--- config.mk ---
export PLATFORM = sky130hd
export DESIGN_NAME = dotted_line_pixel_generator_top
export DESIGN_NICKNAME = d
export VERILOG_FILES = /design/src/hdl/dlpg_pkg.sv /design/src/hdl/dotted_line_pixel_generator_top.sv /design/src/hdl/dlpg_in_stage.sv /design/src/hdl/dlpg_core.sv /design/src/hdl/dlpg_out_stage.sv
export VERILOG_INCLUDE_DIRS = /design/src /design/src/hdl
export SDC_FILE = /design/constraint.sdc
export NUM_CORES = 1
export LEC_CHECK = 0
export BUFFER_PORTS_ARGS = -buffer_cell sky130_fd_sc_hd__buf_2
export CORE_ASPECT_RATIO = 0.6
export CORE_MARGIN = 4
export CORE_UTILIZATION = 61
export DETAILED_ROUTE_END_ITERATION = 8
export HOLD_SLACK_MARGIN = 0.15
export MAX_ROUTING_LAYER = met4
export PLACE_DENSITY_LB_ADDON = 0.1
export SYNTH_ARGS = -nofsm -noshare
export SYNTH_HDL_FRONTEND = slang
export SYNTH_SLANG_ARGS = --single-unit
--- constraint.sdc ---
create_clock -name i_clk -period 5.55 [get_ports i_clk]
set_clock_uncertainty 0.2 [all_clocks]
set_input_delay 1.11 -clock i_clk [delete_from_list [all_inputs] [get_ports i_clk]]
set_output_delay 1.11 -clock i_clk [all_outputs]
set_load 0.05 [all_outputs]
--- src/hdl/dotted_line_pixel_generator_top_macros.svh ---
// Assertion macros for the dotted line pixel generator.
`ifndef DOTTED_LINE_PIXEL_GENERATOR_TOP_MACROS_SVH
`define DOTTED_LINE_PIXEL_GENERATOR_TOP_MACROS_SVH

// Same-cycle implication, disabled while reset is low.
`define DLPG_ASSERT_NOW(label, clk, rst_n, ante, cons, msg) \
    label: assert property (@(posedge clk) disable iff (!(rst_n)) (ante) |-> (cons)) \
        else $error(msg);

// Next-cycle implication, disabled while the enable argument is low.
`define DLPG_ASSERT_NEXT(label, clk, en, ante, cons, msg) \
    label: assert property (@(posedge clk) disable iff (!(en)) (ante) |=> (cons)) \
        else $error(msg);

`endif

--- src/hdl/dlpg_pkg.sv ---
package dlpg_pkg;

    localparam int COORD_BITS_DEF = 10;
    localparam int WIDTH_BITS     = 8;
    localparam int COLOR_BITS     = 8;
    localparam int DOT_BITS       = 10;
    localparam int DOT_RUN        = 3;
    localparam int DOT_GAP        = 4;
    localparam int DISP_W_RST     = 880;
    localparam int DISP_H_RST     = 528;

    localparam logic FUNC_START = 1'b0;
    localparam logic FUNC_STEP  = 1'b1;

    localparam int   CFG_IDX_BITS   = 1;
    localparam logic CFG_IDX_WIDTH  = 1'b0;
    localparam logic CFG_IDX_HEIGHT = 1'b1;

    localparam logic [1:0] ST_PIXEL  = 2'd0;
    localparam logic [1:0] ST_ACCEPT = 2'd1;
    localparam logic [1:0] ST_REJECT = 2'd2;
    localparam logic [1:0] ST_IDLE   = 2'd3;

    typedef struct packed {
        logic [1:0] status;
        logic       plot;
        logic       last;
    } t_res_ctl;

endpackage

--- src/hdl/dotted_line_pixel_generator_top.sv ---
// Path: an input transfer passes the input register, then the result register.
// Throughput: one item per cycle unless output stalls; one add-compare pass per step.
// A stalled output lets one more transfer into the input register before the input stalls.
// Reset (synchronous, active low) empties both registers, drops any line in progress
// and loads display width 880 and height 528. Configuration writes are taken every cycle.
`include "dotted_line_pixel_generator_top_macros.svh"

module dotted_line_pixel_generator_top #(
    parameter int COORD_BITS = dlpg_pkg::COORD_BITS_DEF
) (
    input  logic                              i_clk,
    input  logic                              i_rst_n,
    input  logic                              i_in_valid,
    output logic                              o_in_ready,
    input  logic                              i_func,
    input  logic [COORD_BITS-1:0]             i_start_x,
    input  logic [COORD_BITS-1:0]             i_start_y,
    input  logic [COORD_BITS-1:0]             i_end_x,
    input  logic [COORD_BITS-1:0]             i_end_y,
    input  logic [dlpg_pkg::COLOR_BITS-1:0]   i_pen_color,
    input  logic [dlpg_pkg::WIDTH_BITS-1:0]   i_pen_width,
    input  logic                              i_dotted,
    output logic                              o_out_valid,
    input  logic                              i_out_ready,
    output logic [1:0]                        o_status,
    output logic [COORD_BITS-1:0]             o_pixel_x,
    output logic [COORD_BITS-1:0]             o_pixel_y,
    output logic                              o_plot,
    output logic [dlpg_pkg::WIDTH_BITS-1:0]   o_dot_size,
    output logic [dlpg_pkg::COLOR_BITS-1:0]   o_out_color,
    output logic                              o_last,
    input  logic                              i_cfg_valid,
    output logic                              o_cfg_ready,
    input  logic [dlpg_pkg::CFG_IDX_BITS-1:0] i_cfg_index,
    input  logic [COORD_BITS-1:0]             i_cfg_data
);
    import dlpg_pkg::*;

    logic                  w_s1_valid;
    logic                  w_take;
    logic                  w_func;
    logic [COORD_BITS-1:0] w_start_x, w_start_y, w_end_x, w_end_y;
    logic [COLOR_BITS-1:0] w_pen_color;
    logic [WIDTH_BITS-1:0] w_pen_width;
    logic                  w_dotted;
    t_res_ctl              w_ctl;
    logic [COORD_BITS-1:0] w_pixel_x, w_pixel_y;
    logic [WIDTH_BITS-1:0] w_dot_size;
    logic [COLOR_BITS-1:0] w_out_color;

    assign o_cfg_ready = 1'b1;

    dlpg_in_stage #(.COORD_BITS(COORD_BITS)) u_in_stage (
        .i_clk       (i_clk),
        .i_rst_n     (i_rst_n),
        .i_valid     (i_in_valid),
        .o_ready     (o_in_ready),
        .i_func      (i_func),
        .i_start_x   (i_start_x),
        .i_start_y   (i_start_y),
        .i_end_x     (i_end_x),
        .i_end_y     (i_end_y),
        .i_pen_color (i_pen_color),
        .i_pen_width (i_pen_width),
        .i_dotted    (i_dotted),
        .i_take      (w_take),
        .o_valid     (w_s1_valid),
        .o_func      (w_func),
        .o_start_x   (w_start_x),
        .o_start_y   (w_start_y),
        .o_end_x     (w_end_x),
        .o_end_y     (w_end_y),
        .o_pen_color (w_pen_color),
        .o_pen_width (w_pen_width),
        .o_dotted    (w_dotted)
    );

    dlpg_core #(.COORD_BITS(COORD_BITS)) u_core (
        .i_clk         (i_clk),
        .i_rst_n       (i_rst_n),
        .i_cfg_valid   (i_cfg_valid && o_cfg_ready),
        .i_cfg_index   (i_cfg_index),
        .i_cfg_data    (i_cfg_data),
        .i_take        (w_take),
        .i_func        (w_func),
        .i_start_x     (w_start_x),
        .i_start_y     (w_start_y),
        .i_end_x       (w_end_x),
        .i_end_y       (w_end_y),
        .i_pen_color   (w_pen_color),
        .i_pen_width   (w_pen_width),
        .i_dotted      (w_dotted),
        .o_ctl         (w_ctl),
        .o_pixel_x     (w_pixel_x),
        .o_pixel_y     (w_pixel_y),
        .o_dot_size    (w_dot_size),
        .o_out_color   (w_out_color)
    );

    dlpg_out_stage #(.COORD_BITS(COORD_BITS)) u_out_stage (
        .i_clk         (i_clk),
        .i_rst_n       (i_rst_n),
        .i_valid       (w_s1_valid),
        .o_take        (w_take),
        .i_ctl         (w_ctl),
        .i_pixel_x     (w_pixel_x),
        .i_pixel_y     (w_pixel_y),
        .i_dot_size    (w_dot_size),
        .i_out_color   (w_out_color),
        .o_valid       (o_out_valid),
        .i_ready       (i_out_ready),
        .o_status      (o_status),
        .o_pixel_x     (o_pixel_x),
        .o_pixel_y     (o_pixel_y),
        .o_plot        (o_plot),
        .o_dot_size    (o_dot_size),
        .o_out_color   (o_out_color),
        .o_last        (o_last)
    );

    `DLPG_ASSERT_NOW(a_take_needs_item, i_clk, i_rst_n, w_take, w_s1_valid, "transfer to output with empty input register")
    `DLPG_ASSERT_NOW(a_last_is_pixel, i_clk, i_rst_n, o_out_valid && o_last, o_status == ST_PIXEL, "last flag on a non-pixel result")
    `DLPG_ASSERT_NOW(a_nonpixel_zero, i_clk, i_rst_n, o_out_valid && (o_status != ST_PIXEL), (o_pixel_x == '0) && (o_pixel_y == '0) && !o_plot && (o_dot_size == '0) && (o_out_color == '0), "non-pixel result carries data")
    `DLPG_ASSERT_NEXT(a_reset_empties, i_clk, 1'b1, !i_rst_n, !o_out_valid && !w_s1_valid, "registers not empty after reset")

endmodule

--- src/hdl/dlpg_in_stage.sv ---
module dlpg_in_stage #(
    parameter int COORD_BITS = dlpg_pkg::COORD_BITS_DEF
) (
    input  logic                            i_clk,
    input  logic                            i_rst_n,
    input  logic                            i_valid,
    output logic                            o_ready,
    input  logic                            i_func,
    input  logic [COORD_BITS-1:0]           i_start_x,
    input  logic [COORD_BITS-1:0]           i_start_y,
    input  logic [COORD_BITS-1:0]           i_end_x,
    input  logic [COORD_BITS-1:0]           i_end_y,
    input  logic [dlpg_pkg::COLOR_BITS-1:0] i_pen_color,
    input  logic [dlpg_pkg::WIDTH_BITS-1:0] i_pen_width,
    input  logic                            i_dotted,
    input  logic                            i_take,
    output logic                            o_valid,
    output logic                            o_func,
    output logic [COORD_BITS-1:0]           o_start_x,
    output logic [COORD_BITS-1:0]           o_start_y,
    output logic [COORD_BITS-1:0]           o_end_x,
    output logic [COORD_BITS-1:0]           o_end_y,
    output logic [dlpg_pkg::COLOR_BITS-1:0] o_pen_color,
    output logic [dlpg_pkg::WIDTH_BITS-1:0] o_pen_width,
    output logic                            o_dotted
);
    import dlpg_pkg::*;

    logic r_valid;
    logic n_valid;
    logic w_accept;

    assign o_ready  = !r_valid || i_take;
    assign w_accept = i_valid && o_ready;
    assign n_valid  = w_accept || (r_valid && !i_take);
    assign o_valid  = r_valid;

    always_ff @(posedge i_clk) begin
        if (!i_rst_n) begin
            r_valid <= 1'b0;
        end else begin
            r_valid <= n_valid;
        end
    end

    always_ff @(posedge i_clk) begin
        if (w_accept) begin
            o_func      <= i_func;
            o_start_x   <= i_start_x;
            o_start_y   <= i_start_y;
            o_end_x     <= i_end_x;
            o_end_y     <= i_end_y;
            o_pen_color <= i_pen_color;
            o_pen_width <= i_pen_width;
            o_dotted    <= i_dotted;
        end
    end

endmodule

--- src/hdl/dlpg_core.sv ---
module dlpg_core #(
    parameter int COORD_BITS = dlpg_pkg::COORD_BITS_DEF
) (
    input  logic                              i_clk,
    input  logic                              i_rst_n,
    input  logic                              i_cfg_valid,
    input  logic [dlpg_pkg::CFG_IDX_BITS-1:0] i_cfg_index,
    input  logic [COORD_BITS-1:0]             i_cfg_data,
    input  logic                              i_take,
    input  logic                              i_func,
    input  logic [COORD_BITS-1:0]             i_start_x,
    input  logic [COORD_BITS-1:0]             i_start_y,
    input  logic [COORD_BITS-1:0]             i_end_x,
    input  logic [COORD_BITS-1:0]             i_end_y,
    input  logic [dlpg_pkg::COLOR_BITS-1:0]   i_pen_color,
    input  logic [dlpg_pkg::WIDTH_BITS-1:0]   i_pen_width,
    input  logic                              i_dotted,
    output dlpg_pkg::t_res_ctl                o_ctl,
    output logic [COORD_BITS-1:0]             o_pixel_x,
    output logic [COORD_BITS-1:0]             o_pixel_y,
    output logic [dlpg_pkg::WIDTH_BITS-1:0]   o_dot_size,
    output logic [dlpg_pkg::COLOR_BITS-1:0]   o_out_color
);
    import dlpg_pkg::*;

    localparam int CMAX = (1 << COORD_BITS) - 1;
    localparam logic [COORD_BITS-1:0] DISP_W_INIT =
        COORD_BITS'((DISP_W_RST > CMAX) ? CMAX : DISP_W_RST);
    localparam logic [COORD_BITS-1:0] DISP_H_INIT =
        COORD_BITS'((DISP_H_RST > CMAX) ? CMAX : DISP_H_RST);
    localparam int ERR_BITS = COORD_BITS + 2;

    logic [COORD_BITS-1:0]        r_disp_w, r_disp_h;
    logic [COORD_BITS-1:0]        r_cur_x, r_cur_y, r_tgt_x, r_tgt_y, r_dx;
    logic [COORD_BITS-1:0]        n_cur_x, n_cur_y, n_tgt_x, n_tgt_y, n_dx;
    logic signed [COORD_BITS:0]   r_ndy, n_ndy;
    logic signed [ERR_BITS-1:0]   r_err, n_err;
    logic                         r_sxn, r_syn, n_sxn, n_syn;
    logic [DOT_BITS-1:0]          r_dot_cnt, n_dot_cnt;
    logic                         r_active, n_active;
    logic [WIDTH_BITS-1:0]        r_hw, n_hw;
    logic                         r_hdot, n_hdot;
    logic [COLOR_BITS-1:0]        r_hcol, n_hcol;

    // start decode
    logic                         w_reject;
    logic [COORD_BITS-1:0]        w_sdx, w_sdy;
    // step decode
    logic signed [ERR_BITS:0]     w_e2;
    logic                         w_go_x, w_go_y, w_x_hit, w_y_hit, w_done;
    logic                         w_upd_x, w_upd_y;
    logic signed [ERR_BITS-1:0]   w_err_add_x, w_err_add_y;
    logic [DOT_BITS-1:0]          w_cnt1, w_run, w_gap;
    logic                         w_plot;

    assign w_reject = (i_start_x > r_disp_w) || (i_start_y > r_disp_h) ||
                      (i_end_x > r_disp_w) || (i_end_y > r_disp_h) ||
                      (i_pen_width == '0);
    assign w_sdx = (i_end_x > i_start_x) ? (i_end_x - i_start_x) : (i_start_x - i_end_x);
    assign w_sdy = (i_end_y > i_start_y) ? (i_end_y - i_start_y) : (i_start_y - i_end_y);

    assign w_e2    = {r_err, 1'b0};
    assign w_go_x  = w_e2 >= (ERR_BITS+1)'(r_ndy);
    assign w_go_y  = w_e2 <= $signed({2'b00, r_dx});
    assign w_x_hit = w_go_x && (r_cur_x == r_tgt_x);
    assign w_y_hit = w_go_y && (r_cur_y == r_tgt_y);
    assign w_done  = w_x_hit || w_y_hit;
    assign w_upd_x = w_go_x && !w_x_hit;
    assign w_upd_y = w_go_y && !w_x_hit && !w_y_hit;
    assign w_err_add_x = w_upd_x ? ERR_BITS'(r_ndy) : '0;
    assign w_err_add_y = w_upd_y ? $signed({2'b00, r_dx}) : '0;

    // dotted run: plot below 3w, gap up to 4w, then wrap to zero
    assign w_cnt1 = r_dot_cnt + DOT_BITS'(1);
    assign w_run  = DOT_BITS'(r_hw) * DOT_BITS'(DOT_RUN);
    assign w_gap  = DOT_BITS'(r_hw) * DOT_BITS'(DOT_GAP);
    assign w_plot = !r_hdot || (w_cnt1 < w_run);

    always_comb begin
        n_cur_x   = r_cur_x;
        n_cur_y   = r_cur_y;
        n_tgt_x   = r_tgt_x;
        n_tgt_y   = r_tgt_y;
        n_dx      = r_dx;
        n_ndy     = r_ndy;
        n_err     = r_err;
        n_sxn     = r_sxn;
        n_syn     = r_syn;
        n_dot_cnt = r_dot_cnt;
        n_active  = r_active;
        n_hw      = r_hw;
        n_hdot    = r_hdot;
        n_hcol    = r_hcol;
        o_ctl         = '{status: ST_IDLE, plot: 1'b0, last: 1'b0};
        o_pixel_x     = '0;
        o_pixel_y     = '0;
        o_dot_size    = '0;
        o_out_color   = '0;
        if (i_func == FUNC_START) begin
            if (w_reject) begin
                o_ctl.status = ST_REJECT;
                n_active     = 1'b0;
            end else begin
                o_ctl.status = ST_ACCEPT;
                n_cur_x   = i_start_x;
                n_cur_y   = i_start_y;
                n_tgt_x   = i_end_x;
                n_tgt_y   = i_end_y;
                n_dx      = w_sdx;
                n_ndy     = -$signed({1'b0, w_sdy});
                n_err     = $signed({2'b00, w_sdx}) - $signed({2'b00, w_sdy});
                n_sxn     = !(i_start_x < i_end_x);
                n_syn     = !(i_start_y < i_end_y);
                n_dot_cnt = '0;
                n_hw      = i_pen_width;
                n_hdot    = i_dotted;
                n_hcol    = i_pen_color;
                n_active  = 1'b1;
            end
        end else if (r_active) begin
            o_ctl         = '{status: ST_PIXEL, plot: w_plot, last: w_done};
            o_pixel_x     = r_cur_x;
            o_pixel_y     = r_cur_y;
            o_dot_size    = r_hw;
            o_out_color   = r_hcol;
            if (r_hdot) begin
                n_dot_cnt = (w_cnt1 > w_gap) ? '0 : w_cnt1;
            end
            n_err = r_err + w_err_add_x + w_err_add_y;
            if (w_upd_x) begin
                n_cur_x = r_sxn ? r_cur_x - 1'b1 : r_cur_x + 1'b1;
            end
            if (w_upd_y) begin
                n_cur_y = r_syn ? r_cur_y - 1'b1 : r_cur_y + 1'b1;
            end
            if (w_done) begin
                n_active = 1'b0;
            end
        end
    end

    always_ff @(posedge i_clk) begin
        if (!i_rst_n) begin
            r_disp_w <= DISP_W_INIT;
            r_disp_h <= DISP_H_INIT;
            r_active <= 1'b0;
        end else begin
            if (i_cfg_valid && (i_cfg_index == CFG_IDX_WIDTH)) begin
                r_disp_w <= i_cfg_data;
            end
            if (i_cfg_valid && (i_cfg_index == CFG_IDX_HEIGHT)) begin
                r_disp_h <= i_cfg_data;
            end
            if (i_take) begin
                r_active <= n_active;
            end
        end
    end

    always_ff @(posedge i_clk) begin
        if (i_take) begin
            r_cur_x   <= n_cur_x;
            r_cur_y   <= n_cur_y;
            r_tgt_x   <= n_tgt_x;
            r_tgt_y   <= n_tgt_y;
            r_dx      <= n_dx;
            r_ndy     <= n_ndy;
            r_err     <= n_err;
            r_sxn     <= n_sxn;
            r_syn     <= n_syn;
            r_dot_cnt <= n_dot_cnt;
            r_hw      <= n_hw;
            r_hdot    <= n_hdot;
            r_hcol    <= n_hcol;
        end
    end

endmodule

--- src/hdl/dlpg_out_stage.sv ---
module dlpg_out_stage #(
    parameter int COORD_BITS = dlpg_pkg::COORD_BITS_DEF
) (
    input  logic                            i_clk,
    input  logic                            i_rst_n,
    input  logic                            i_valid,
    output logic                            o_take,
    input  dlpg_pkg::t_res_ctl              i_ctl,
    input  logic [COORD_BITS-1:0]           i_pixel_x,
    input  logic [COORD_BITS-1:0]           i_pixel_y,
    input  logic [dlpg_pkg::WIDTH_BITS-1:0] i_dot_size,
    input  logic [dlpg_pkg::COLOR_BITS-1:0] i_out_color,
    output logic                            o_valid,
    input  logic                            i_ready,
    output logic [1:0]                      o_status,
    output logic [COORD_BITS-1:0]           o_pixel_x,
    output logic [COORD_BITS-1:0]           o_pixel_y,
    output logic                            o_plot,
    output logic [dlpg_pkg::WIDTH_BITS-1:0] o_dot_size,
    output logic [dlpg_pkg::COLOR_BITS-1:0] o_out_color,
    output logic                            o_last
);
    import dlpg_pkg::*;

    logic     r_valid;
    logic     n_valid;
    t_res_ctl r_ctl;

    // load a new result when the register is empty or being drained
    assign o_take  = i_valid && (!r_valid || i_ready);
    assign n_valid = o_take || (r_valid && !i_ready);

    always_ff @(posedge i_clk) begin
        if (!i_rst_n) begin
            r_valid <= 1'b0;
        end else begin
            r_valid <= n_valid;
        end
    end

    always_ff @(posedge i_clk) begin
        if (o_take) begin
            r_ctl         <= i_ctl;
            o_pixel_x     <= i_pixel_x;
            o_pixel_y     <= i_pixel_y;
            o_dot_size    <= i_dot_size;
            o_out_color   <= i_out_color;
        end
    end

    assign o_valid  = r_valid;
    assign o_status = r_ctl.status;
    assign o_plot   = r_ctl.plot;
    assign o_last   = r_ctl.last;

endmodule
[Word level (Yosys, flattened, before mapping)]
Index checks and enable logic that the tools add are counted.
Word-level totals
  bits in registers: 223
  latch bits: 0
  bits in writable memories: 0
  ROM bits: 0
  word-level logic and storage cells: 135
  memories: 0
Operators by class
  add/sub/neg operators: 13
  multipliers: 1
  divide/modulo/power cells: 0
  $lt $le $gt $ge: 12
  eq/ne operators: 7
  shift-type cells: 0
  muxes and demuxes: 29
  bitwise operators: 3
  reductions and logical operators: 37
Operators by type and width (count)
  2-to-1 mux 10 bit: 18
  greater-than comparator 10 bit: 7
  2-to-1 mux 12 bit: 4
  subtractor 10 bit: 4
  adder 10 x 1 -> 10 bit (second input constant): 3
  less-than comparator 10 bit: 3
  adder 12 bit: 2
  == test 10 bit: 2
  subtractor 10 x 1 -> 10 bit (second input constant): 2
  >= comparator 13 x 11 -> 1 bit: 1
  <= comparator 13 x 11 -> 1 bit: 1
  AND reduction 4 bit: 3
  logical AND 1 bit: 11
  negator 10 -> 11 bit: 1
  subtractor 10 x 10 -> 11 bit: 1
  logical OR 1 bit: 10
  multiplier 8 x 2 -> 10 bit (second input constant): 1
  zero test 1 bit: 9
  zero test 8 bit: 1
  != test 2 x 1 -> 1 bit (second input constant): 4
  AND reduction 3 bit: 2
  2-to-1 mux 1 bit: 4
  2-to-1 mux 2 bit: 2
  2-to-1 mux 4 bit: 1
  other kinds (3): 5

[Depth between registers and ports, before layout]
  depth in word-level cells: 9
  gate-level depth with buffers: 26
  mapped depth without buffers: 25

[Modules after synthesis]
From an unflattened synthesis, not the netlist that was laid out.
Second synthesis, totals
  cells, all modules: 1275
  area, all modules: 13962.1 µm²
By module, submodules not included
  dlpg_core: times used 1, cells each 1166, area each 10903.0 µm², seq. area each 3483.3 µm²
  dlpg_in_stage: times used 1, cells each 63, area each 1799.2 µm², seq. area each 1761.7 µm²
  dlpg_out_stage: times used 1, cells each 44, area each 1248.7 µm², seq. area each 1221.2 µm²
  dotted_line_pixel_generator_top: times used 1, cells each 2, area each 11.3 µm², seq. area each 0.0 µm²

[Worst setup path after synthesis]
OpenSTA, ideal clock, no wires.
  kind: register to register
  start point: register u_in_stage.o_end_y[3]
  end point: register u_core.r_dx[0] (enable)
  library setup time: 480 ps
  arrival time: 4351 ps
  path slack: 519 ps
  cell stages (with the launch flop): 9
  buffers on the path: 0
  period minus slack after synthesis: 5031 ps
  cells stage by stage: edfxtp_1 > ha_1 > a21o_1 > a21o_1 > a221oi_1 > o21ai_0 > a221oi_1 > o211ai_1 > nor2_1
On the way
  word-level cells in the longest chain between the ends: 5
Ends and longest elaborated chain
  start: declaration: line dlpg_in_stage.sv:22  | output logic [COORD_BITS-1:0] o_end_y,
  start signal: assignment: line dlpg_in_stage.sv:52  | o_end_y <= i_end_y;
  greater-than comparator 10 bit: line dlpg_core.sv:57  | (i_end_x > r_disp_w) || (i_end_y > r_disp_h) ||
  logical OR 1 bit (2 in series): line dlpg_core.sv:57
  NOT 1 bit (no line)
  AND reduction 3 bit (no line)
  end signal: assignment: line dlpg_core.sv:166  | r_dx <= n_dx;
  end: declaration: line dlpg_core.sv:34  | logic [COORD_BITS-1:0] r_cur_x, r_cur_y, r_tgt_x, r_tgt_y, r_dx;
Every way passes these cells.
A chain may end at the register's enable or synchronous reset.

[Final worst setup path]
  start point: register u_core.r_err[0]
  end point: register u_core.r_err[11], data pin
On the way
  word-level cells in the longest chain between the ends: 9
  elaborated cells on any way between the ends: 15
  classes of those cells: add/sub: 2; order compare: 2; mux: 4; reduce/logical: 7
Ends and longest elaborated chain
  start: declaration: line dlpg_core.sv:37  | logic signed [ERR_BITS-1:0] r_err, n_err;
  start signal: assignment: line dlpg_core.sv:168  | r_err <= n_err;
  >= comparator 13 x 11 -> 1 bit: line dlpg_core.sv:63  | assign w_go_x = w_e2 >= (ERR_BITS+1)'(r_ndy);
  logical AND 1 bit: line dlpg_core.sv:65  | assign w_x_hit = w_go_x && (r_cur_x == r_tgt_x);
  zero test 1 bit: line dlpg_core.sv:68, dlpg_core.sv:69
  logical AND 1 bit, on equally long branches: line dlpg_core.sv:68, dlpg_core.sv:69
  2-to-1 mux 12 bit or logical AND 1 bit (tied branches): line dlpg_core.sv:70, dlpg_core.sv:69
  adder 12 bit or 2-to-1 mux 10 bit (tied branches): line dlpg_core.sv:129, dlpg_core.sv:71
  adder 12 bit *: line dlpg_core.sv:129  | n_err = r_err + w_err_add_x + w_err_add_y;
  2-to-1 mux 12 bit *: line dlpg_core.sv:120  | end else if (r_active) begin
  2-to-1 mux 12 bit *: line dlpg_core.sv:99  | if (i_func == FUNC_START) begin
  via u_core.n_err[11]: line dlpg_core.sv:37
Mark *: on every way through the listed nets, which the timed path passes. The rest lies on a longest branch. The select of a mux whose other input is x is not followed.

==> reports/qor.txt <==
Worst-margin pin slew: 0.953 ns
Regs by FF count: u_core.r_err (12), u_core.r_ndy (11)
Biggest register: u_core.r_err
Ys Warns: 0
Dominant cells by area after synthesis: edfxtp_1 44%, ha_1 15%, inv_1 4.4%
Setup bufs post-CTS: 0
All-layer global routing usage: 28.9%
Cell variety after synth: 63
Leak Pwr: 6.93 nW
Top Usage Layer GRT: met1
CTS tree: yes
Final ANT Viol Nets: 0
Clock-pin slew on the worst setup and hold paths: 0.06 ns
Final core utilization: 69.7%
Multi-input gate area: 0.00657 mm^2
PostCTS Resize Cnt: 0
Most frequent CP cell: a21oi_1
DP Wirelength: 27.7 mm
Post-Route Setup TNS: 0 ns
Grt ovf: 0
Starting Density: 62.1%
Critical path data arrival time: 5.25 ns
Syn Nets: 1496
Die area: 0.0250 mm^2
VDD IR-drop max: 0.000317 V
Placer congestion estimate: 0.976
Drt pass-1 iters: 5
Max Freq: 0.192 GHz
Post-Place Worst Slack: 0.378 ns
Area Growth Syn to Fin: 12.2%
Critical path's slowest cell: fa_1
Mapped Area: 0.0137 mm^2
Pwr dens: 287 mW/mm^2
Register area share after synthesis: 47.2%
Largest fanout on the critical path: 5
Max FFs per register: 12
Average via count per standard cell: 5.81
Register area: 0.00647 mm^2
CP top delay family: compound AO/OA/AOI/OAI gates
Crit. End Element: flip-flop
Yosys top cell area share: 43.8%
Setup slack, reg-to-reg: 0.34 ns
Via count of the first global-routing pass: 9101
Die Ht: 124 um
EDFF count, synth: 200
Met2 Use GR: 34.7%
# fillers: 1672
WL per Instance: 21.0 um
M1 GR Usage: 46.1%
Total power: 4.41 mW
M3 GR Usage: 10.5%
Latest clock arrival within the worst-skew pair: 0.53 ns
Via count: 9708
NetSw: 1.30 mW
Comb pwr share: 22.4%
CTS buffer count: 22
Leading area contributor after synthesis: edfxtp_1
I/O pin count: 117
CTS H-tree lvls: 1
Post-CTS Hold Fix Bufs: 0
Rel. slew slack: 36.4%
First-pass GRT wire length: 53.1 mm
Sw Share: 29.5%
Unrepaired setup endpoints after global routing: false
Clk network pwr share: 32.5%
Syn avg cell area: 11.1 um^2
Ratio of cells with drive above 1 in the final layout: 13.0%
Port Buffers: 115
Clock tree buffer depth: 3
CP peak stage delay: 0.45 ns
Max-Cap Viols: 0
FP Rows: 42
Final hold slack: 0.221 ns
Seq cells post-synth: 223
CP required: 5.59 ns
Initial antenna violation count: 1
Final Hold Viols: 0
Pint: 3.11 mW
Final net count: 1628
Synth Flop Type: edfxtp_1
Largest net degree at the start of global routing: 56
Async SR Flop Fraction: 0%
Mapped Cells: 1236
Status: complete, no violations
DRC viols: 0
Die W: 202 um
Clock Root Buffer: clkbuf_16
Iteration-0 DRC Markers: 839
Buffers and inverters on the worst path: 3
CORE AREA: 0.0221 mm^2
Worst-path cell chain: ha_1, nor2b_1, o21a_1, o21a_1, o31ai_1, a21oi_1, nor2b_1, a21oi_1, and2_1, nand2_1, fa_1, inv_1, ha_1, inv_1, fa_1, inv_1, a21oi_1, o21bai_1, a21oi_1, o21bai_2, a31oi_1, o21ai_0, xnor2_1, o21bai_1
Total wire length: 35.1 mm
Min cycle time layout: 5.21 ns
CTS sink count: 223
Count of pins over their slew limit: 0
Setup CP Type: flip-flop to flip-flop
Final period util: 93.9%
Finish-stage setup viols: 0
Crit path launch type: flip-flop
Flop pwr share: 45.1%
Hold Crit Class: flip-flop to flip-flop
Worst setup margin: 0.340 ns
-- worst paths after layout --
check,startpoint,endpoint,cells past startpoint
worst min-delay path,u_in_stage.o_dotted,u_core.r_hdot,0
worst max register to register,u_core.r_err[0],u_core.r_err[11],24
worst min register to register,u_in_stage.o_dotted,u_core.r_hdot,0
worst max-delay path,u_core.r_err[0],u_core.r_err[11],24
-- cell families (layout without fill, tap and decap cells) --
logic type / count (synthesis) / in the layout / share of synthesized area (%)
flops: 223 / 223 / 47.2
compound gates: 255 / 255 / 12.1
xor+xnor: 89 / 89 / 5.79
buf+inv: 184 / 330 / 5.10
fa+ha+maj: 186 / 186 / 18.0
simple gates: 276 / 276 / 10.0
mux: 22 / 22 / 1.77
other cells: 1 / 3 / 0.0274
-- final cells by class --
| cell class | instances | area share [%] |
|---|---|---|
| antenna | 2 | 0.0325 |
| clock buffer | 29 | 4.09 |
| clock inverter | 9 | 0.285 |
| inverter | 162 | 3.95 |
| multi-input combinational | 829 | 42.7 |
| sequential | 223 | 42.0 |
| tap | 286 | 2.33 |
| timing repair buffer | 130 | 4.56 |
-- cell usage after synthesis, types with 20 or more instances --
cell type	count
nor2b_1	28
ha_1	167
a21o_1	49
o21ai_0	48
inv_1	162
and3_1	34
dfxtp_1	23
xor2_1	29
a21oi_1	65
xnor2_1	58
nor2_1	49
nand2_1	95
edfxtp_1	200
a21boi_0	20
-- layer usage --
metal  wire length, um  part of all wire, %
met4               429                  1.2
met5                 0                    0
met1             17600                   50
met3              4570                   13
met2             12400                   35
-- per-stage QoR --
step / instance area (um^2) / cells
after global routing: 15400 / 1668
after CTS: 15400 / 1668
after floorplan: 13700 / 1236
after global placement: 14700 / 1630
final: 15400 / 1670
after detailed placement: 14700 / 1630
-- cells in the final DEF (no fill, tap or decap), types with 9 or more instances in the layout --
cell type	synthesis	layout
a21boi_0	20	20
a21o_1	49	49
a21oi_1	65	64
and3_1	34	34
buf_2	1	115
buf_4	2	14
clkbuf_16	0	24
dfxtp_1	23	23
edfxtp_1	200	200
fa_1	19	19
ha_1	167	167
inv_1	162	161
mux2i_1	15	15
nand2_1	95	95
nand2b_1	11	11
nand3_1	14	14
nand4_1	9	9
nor2_1	49	48
nor2b_1	28	28
o211ai_1	10	10
o21a_1	10	10
o21ai_0	48	48
o21bai_1	10	9
xnor2_1	58	58
xor2_1	29	29
-- power by group through the flow --
| stage | clock network, mW | registers (mW) | logic, mW |
|---|---|---|---|
| floorplan | 0 | 2.04 | 0.644 |
| global placement | 0 | 2.02 | 0.935 |
| detailed placement | 0 | 2.02 | 0.960 |
| CTS | 1.45 | 1.99 | 0.968 |
| global route | 1.53 | 1.99 | 1.09 |
| finish | 1.43 | 1.99 | 0.987 |
(Power assumes the default switching activity.)
